<file path="config.mk">
export PLATFORM = sky130hd
export DESIGN_NAME = bcd_time_frame_parser
export DESIGN_NICKNAME = d
export VERILOG_FILES = /design/src/rtl/btfp_pkg.sv /design/src/rtl/bcd_time_frame_parser.sv
export VERILOG_INCLUDE_DIRS = /design/src /design/src/rtl
export SDC_FILE = /design/constraint.sdc
export NUM_CORES = 1
export LEC_CHECK = 0
export CAP_MARGIN = 20
export CORE_ASPECT_RATIO = 0.6
export CORE_MARGIN = 10
export CORE_UTILIZATION = 50
export CTS_CLUSTER_DIAMETER = 50
export CTS_CLUSTER_SIZE = 8
export DETAILED_ROUTE_END_ITERATION = 8
export DONT_BUFFER_PORTS = 1
export MAX_ROUTING_LAYER = met4
export PLACE_DENSITY_LB_ADDON = 0.15
export SLEW_MARGIN = 25
export SYNTH_ARGS = -nofsm -noshare
export SYNTH_HDL_FRONTEND = slang
export SYNTH_SLANG_ARGS = --single-unit
</file>
<file path="constraint.sdc">
create_clock -name i_clk -period 4.6 [get_ports i_clk]
set_clock_uncertainty 0.05 [all_clocks]
set_input_delay 0.46 -clock i_clk [delete_from_list [all_inputs] [get_ports i_clk]]
set_output_delay 0.46 -clock i_clk [all_outputs]
set_load 0.05 [all_outputs]
</file>
<file path="src/rtl/bcd_time_frame_parser_assert.svh">
// ----------------------------------------------------------------------------
// bcd_time_frame_parser_assert.svh
// assertion macros for the bcd time frame parser; they expect i_clk and i_rst_n
// in the enclosing module
// ----------------------------------------------------------------------------
`ifndef BCD_TIME_FRAME_PARSER_ASSERT_SVH
`define BCD_TIME_FRAME_PARSER_ASSERT_SVH

// same-cycle implication, checked outside reset
`define BTFP_ASSERT_NOW(label, ante, cons) \
    label: assert property (@(posedge i_clk) disable iff (!i_rst_n) \
        (ante) |-> (cons)) else $error("btfp assertion failed");

// next-cycle implication, checked outside reset
`define BTFP_ASSERT_NEXT(label, ante, cons) \
    label: assert property (@(posedge i_clk) disable iff (!i_rst_n) \
        (ante) |=> (cons)) else $error("btfp assertion failed");

`endif

</file>
<file path="src/rtl/btfp_pkg.sv">
// ----------------------------------------------------------------------------
// btfp_pkg
// constants and helpers for the bcd time frame parser
// ----------------------------------------------------------------------------
package btfp_pkg;

    // frame bytes
    localparam logic [7:0] HEADER_BYTE  = 8'h01;
    localparam logic [7:0] TRAILER_BYTE = 8'hAA;

    // range limits and bcd digit limits
    localparam logic [7:0] HOUR_LIMIT   = 8'd24;
    localparam logic [7:0] MINSEC_LIMIT = 8'd60;
    localparam logic [3:0] DIGIT_MAX    = 4'd9;
    localparam logic [3:0] DIGIT_BASE   = 4'd10;

    // frame position codes
    localparam logic [2:0] POS_HUNT    = 3'd0;
    localparam logic [2:0] POS_HOUR    = 3'd1;
    localparam logic [2:0] POS_MINUTE  = 3'd2;
    localparam logic [2:0] POS_SECOND  = 3'd3;
    localparam logic [2:0] POS_TRAILER = 3'd4;

    // both nibbles are decimal digits
    function automatic logic digits_ok(input logic [7:0] v);
        return (v[7:4] <= DIGIT_MAX) && (v[3:0] <= DIGIT_MAX);
    endfunction

    // packed bcd to binary, tens * 10 + ones
    function automatic logic [7:0] bcd_value(input logic [7:0] v);
        return ({4'd0, v[7:4]} * {4'd0, DIGIT_BASE}) + {4'd0, v[3:0]};
    endfunction

endpackage

</file>
<file path="src/rtl/bcd_time_frame_parser.sv">
// ----------------------------------------------------------------------------
// bcd_time_frame_parser
// hunts for a header byte, stores bcd hour, minute and second, checks the
// trailer and the digit ranges and emits the binary time
// ----------------------------------------------------------------------------
//  channel | direction | handshake                  | payload
//  rx      | in        | i_rx_valid / o_rx_ready     | i_rx_byte
//  time    | out       | o_time_valid / i_time_ready | o_hours, o_minutes, o_seconds
//
//  one byte per cycle when not stalled; a valid frame's time result appears in the cycle after its trailer transfer
//  reset (i_rst_n low, synchronous) returns the parser to header hunting
//  header and data bytes are taken even while a result waits in the output register
//  only a trailer byte stalls, and only while the output register is full and not taken
module bcd_time_frame_parser (
    input  logic       i_clk,
    input  logic       i_rst_n,
    input  logic       i_rx_valid,
    output logic       o_rx_ready,
    input  logic [7:0] i_rx_byte,
    output logic       o_time_valid,
    input  logic       i_time_ready,
    output logic [4:0] o_hours,
    output logic [5:0] o_minutes,
    output logic [5:0] o_seconds
);

    `include "bcd_time_frame_parser_assert.svh"

    logic [2:0] r_pos;
    logic [2:0] n_pos;
    logic [7:0] r_bcd_hour;
    logic [7:0] r_bcd_min;
    logic [7:0] r_bcd_sec;
    logic       r_out_valid;
    logic [4:0] r_hours;
    logic [5:0] r_minutes;
    logic [5:0] r_seconds;

    logic       w_at_end;
    logic       w_rx_xfer;
    logic       w_frame_ok;
    logic       w_emit;
    logic [7:0] w_hour_bin;
    logic [7:0] w_min_bin;
    logic [7:0] w_sec_bin;

    // trailer position, unused codes behave the same
    assign w_at_end   = (r_pos >= btfp_pkg::POS_TRAILER);
    assign o_rx_ready = !w_at_end || !r_out_valid || i_time_ready;
    assign w_rx_xfer  = i_rx_valid && o_rx_ready;

    // frame check on the stored fields
    assign w_hour_bin = btfp_pkg::bcd_value(r_bcd_hour);
    assign w_min_bin  = btfp_pkg::bcd_value(r_bcd_min);
    assign w_sec_bin  = btfp_pkg::bcd_value(r_bcd_sec);
    assign w_frame_ok = (i_rx_byte == btfp_pkg::TRAILER_BYTE)
                     && btfp_pkg::digits_ok(r_bcd_hour)
                     && btfp_pkg::digits_ok(r_bcd_min)
                     && btfp_pkg::digits_ok(r_bcd_sec)
                     && (w_hour_bin < btfp_pkg::HOUR_LIMIT)
                     && (w_min_bin < btfp_pkg::MINSEC_LIMIT)
                     && (w_sec_bin < btfp_pkg::MINSEC_LIMIT);
    assign w_emit     = w_rx_xfer && w_at_end && w_frame_ok;

    // next frame position
    always_comb begin
        n_pos = r_pos;
        if (w_rx_xfer) begin
            case (r_pos)
                btfp_pkg::POS_HUNT: begin
                    if (i_rx_byte == btfp_pkg::HEADER_BYTE) begin
                        n_pos = btfp_pkg::POS_HOUR;
                    end
                end
                btfp_pkg::POS_HOUR:   n_pos = btfp_pkg::POS_MINUTE;
                btfp_pkg::POS_MINUTE: n_pos = btfp_pkg::POS_SECOND;
                btfp_pkg::POS_SECOND: n_pos = btfp_pkg::POS_TRAILER;
                default:              n_pos = btfp_pkg::POS_HUNT;
            endcase
        end
    end

    // control state
    always_ff @(posedge i_clk) begin
        if (!i_rst_n) begin
            r_pos       <= btfp_pkg::POS_HUNT;
            r_out_valid <= 1'b0;
        end else begin
            r_pos <= n_pos;
            if (w_emit) begin
                r_out_valid <= 1'b1;
            end else if (i_time_ready) begin
                r_out_valid <= 1'b0;
            end
        end
    end

    // bcd field store
    always_ff @(posedge i_clk) begin
        if (w_rx_xfer && (r_pos == btfp_pkg::POS_HOUR)) begin
            r_bcd_hour <= i_rx_byte;
        end
        if (w_rx_xfer && (r_pos == btfp_pkg::POS_MINUTE)) begin
            r_bcd_min <= i_rx_byte;
        end
        if (w_rx_xfer && (r_pos == btfp_pkg::POS_SECOND)) begin
            r_bcd_sec <= i_rx_byte;
        end
    end

    // result register
    always_ff @(posedge i_clk) begin
        if (w_emit) begin
            r_hours   <= w_hour_bin[4:0];
            r_minutes <= w_min_bin[5:0];
            r_seconds <= w_sec_bin[5:0];
        end
    end

    assign o_time_valid = r_out_valid;
    assign o_hours      = r_hours;
    assign o_minutes    = r_minutes;
    assign o_seconds    = r_seconds;

    // checks
    `BTFP_ASSERT_NOW(a_pos_range, 1'b1, r_pos <= btfp_pkg::POS_TRAILER)
    `BTFP_ASSERT_NEXT(a_header_starts,
        w_rx_xfer && (r_pos == btfp_pkg::POS_HUNT)
            && (i_rx_byte == btfp_pkg::HEADER_BYTE),
        r_pos == btfp_pkg::POS_HOUR)
    `BTFP_ASSERT_NOW(a_result_from_trailer, $rose(r_out_valid),
        $past(w_rx_xfer) && ($past(r_pos) == btfp_pkg::POS_TRAILER))
    `BTFP_ASSERT_NOW(a_result_range, r_out_valid,
        (r_hours < 5'd24) && (r_minutes < 6'd60) && (r_seconds < 6'd60))

endmodule

</file>
==> impl_metrics.yaml <==
routing:
  ant_nets: 0
  drt_wl_total_um: 5130
  wl_met2_um: 2130
  dr.first_iter.drc_count: 127
  wl_met1_um: 2360
  top_layer_used: "met4"
  vias_per_cell: 5.95
  drt-pass1-iter-count: 4
  num_vias: 1535
  avgRoutedWirePerCell_um: 19.9
  drc: 0
  wl_met3_um: 561
sta:
  slew_violations: 0
  hold_viol_final: 0
  tightest_slew_ns: 0.753
  setup_violations: 0
  final.setup.worst_slack_ns: 1.33
  final.min_clock_period_ns: 3.27
  fin_crit_sh_pct: 71.2
  rsz0062_at_grt: "no"
  slew-limit-headroom_pct: 49.6
  fmax_mhz: 305
  setup_tns_ns: 0
logic_synthesis:
  syn_avg_cell_area_sq_um: 13.1
  synth_area_sq_mm: 0.00242
  synthFlopType: "edfxtp_1"
  yosysWarnings: 0
  synth-seq-cells: 45
  syn_nets: 224
  async_flop_share_pct: 0
  ys_seq_area_share_pct: 54.3
  synth_edf_count: 41
  synth_cell_types: 41
  synth_cells: 185
die:
  fp.dieArea_sq_mm: 0.00810
  die_y_um: 73.8
  start_util_pct: 52.4
  die_w_um: 110
  rows: 19
  num_io_pins: 31
  core-area_sq_mm: 0.00461
layout:
  final_nets: 233
  num-fill-cells: 390
  syn2layout_area_growth_pct: 8.91
  design_area_sq_mm: 0.00263
  fin_cells: 258
  diodes: 0
  drive_gt1_share_pct: 9.23
hold_path:
  hold_class: "in -> reg"
  holdCritStartpoint: "i_rx_byte[7]"
clock_network:
  clk_pin_slew_ns: 0.08
  clockRootBuffer: "clkbuf_8"
  h-tree-depth: 2
  clock_sinks: 45
  cts-resized-gates: 0
  cts_max_path_buffers: 2
  clk_latency_ns: 0.30
  post_cts_buffers: 0
  cts_tree: "built"
  ctsHoldBuffers: 0
  cts_buffers: 5
setup_path:
  r2r_start: "r_bcd_sec[7]"
  path_class: "reg -> reg"
  worstPathMaxFanout: 11
  cpPeakStageDelay_ns: 0.51
  worstPathArrival_ns: 3.23
  crit_path_start: "r_bcd_sec[7]"
  crit_path_cell_trace: "ha_1 -> ha_1 -> fa_1 -> nand2_1 -> nor4_1 -> nor4_1 -> nand4_1 -> nor4_2 -> buf_4"
  cp-start-kind: "flop"
  cp_data_required_time_ns: 4.55
  slowest_stage: "fa_1"
  end_kind: "flop"
power_and_ir_drop:
  p_per_area_mw_per_mm2: 279
  power_leakage_nw: 0.950
  p_total_uw: 735
  peakVddDrop_uv: 139
global_routing:
  grt_max_degree: 15
  overflow: 0
  grt_pass1_wl_um: 7960
  grt_use_total_pct: 13.5
  antenna_found_initial: 0
  grt_pass1_vias: 1555
placement:
  port_buffers: 0
  dp_hpwl_um: 4100
  dp_cells: 250
  place_area_sq_mm: 0.00252
  place_ws_ns: 1.35
  place_congestion: 0.974
job:
  maxCapViolCount: 0
outcome:
  status: "complete, no violations"
layout make-up:
| cell class | count | area (sq um) | area share, % |
|---|---|---|---|
| well taps | 63 | 78.8 | 3.00 |
| clock buffers | 5 | 68.8 | 2.62 |
| clock inverters | 3 | 41.3 | 1.57 |
| flip-flops and latches | 45 | 1310 | 49.8 |
| repair buffers | 2 | 15.0 | 0.571 |
| inverters | 9 | 33.8 | 1.28 |
| multi-input cells | 131 | 1080 | 41.1 |
cell usage after synthesis (all sizes together) (4+ instances only):
cell type	number	area, sq um
edfxtp	41	1230
xnor2	8	70.1
xor2	5	43.8
nor2b	6	37.5
fa	6	120
ha	21	263
inv	9	33.8
dfxtp	4	80.1
and3	5	31.3
nand2	10	37.5
nor2	8	30.0
nor4	5	31.3
a21oi	11	55.1
o21ai	9	45.0
power by group:
part	internal, mW	switching [mW]	total [mW]
logic	0.00265	0.00276	0.00541
registers	0.443	0.000243	0.443
clock network	0.160	0.127	0.287
registers in the layout, summed over array words and instances, names as in the netlist:
| signal | flops |
|---|---|
| r_bcd_hour | 8 |
| r_bcd_min | 8 |
| r_bcd_sec | 8 |
| o_minutes | 6 |
| o_seconds | 6 |
| o_hours | 5 |
| r_pos | 3 |
| o_time_valid | 1 |
placed cells by master, fill, tap and decap left out, types with 2 or more instances in the layout:
cell type | Yosys | routed
edfxtp_1 | 41 | 41
ha_1 | 21 | 21
a21oi_1 | 11 | 11
nand2_1 | 10 | 10
inv_1 | 9 | 9
o21ai_0 | 9 | 9
xnor2_1 | 8 | 8
nor2_1 | 8 | 8
nor2b_1 | 6 | 6
fa_1 | 6 | 6
and3_1 | 5 | 5
xor2_1 | 5 | 5
clkbuf_8 | 0 | 5
nor4_1 | 5 | 4
dfxtp_1 | 4 | 4
nand3_1 | 3 | 3
nand4_1 | 3 | 3
nand3b_1 | 3 | 3
nor3_1 | 2 | 2
a21o_1 | 2 | 2
nand2b_1 | 2 | 2
buf_4 | 0 | 2
logic make-up (layout without fill, tap and decap cells):
family,count (synthesis),after routing,synth area share [%]
compound gates,35,35,10.2
fa+ha+maj,27,27,15.8
flops,45,45,54.3
mux,2,2,0.880
simple gates,54,54,12.7
xor+xnor,13,13,4.71
buf+inv,9,19,1.40
routing by layer:
metal	up-vias	global-route usage [%]
met4	0	4.02
li1	715	-
met3	9	6.55
met1	755	17.2
met2	56	18.4
met5	-	-
worst paths after layout:
| kind | slack (ns) | to | depth (start not counted) |
|---|---|---|---|
| worst max-delay path | 1.33 | o_seconds[4] | 9 |
| worst min-delay path | 0.20 | r_bcd_sec[7] | 0 |
| worst max register to register | 1.33 | o_seconds[4] | 9 |
| worst min register to register | 0.38 | o_hours[0] | 0 |
critical path: cells and delay by family, from the launching register on:
family                     cells  cell delay [ns]
and+or+nand+nor                5             1.13
adders and majority gates      3             1.08
DFF                            1             0.49
buffers and inverters          1             0.25
stage by stage:
stage          utilization, %  hold slack [ns]
2_1_floorplan               -            0.350
3_3_place_gp             54.6            0.354
3_5_place_dp             54.6            0.359
4_1_cts                  56.9            0.197
5_1_grt                  57.1            0.191
6_report                 57.1            0.202
No activity file was read; power rests on OpenSTA's default activity.
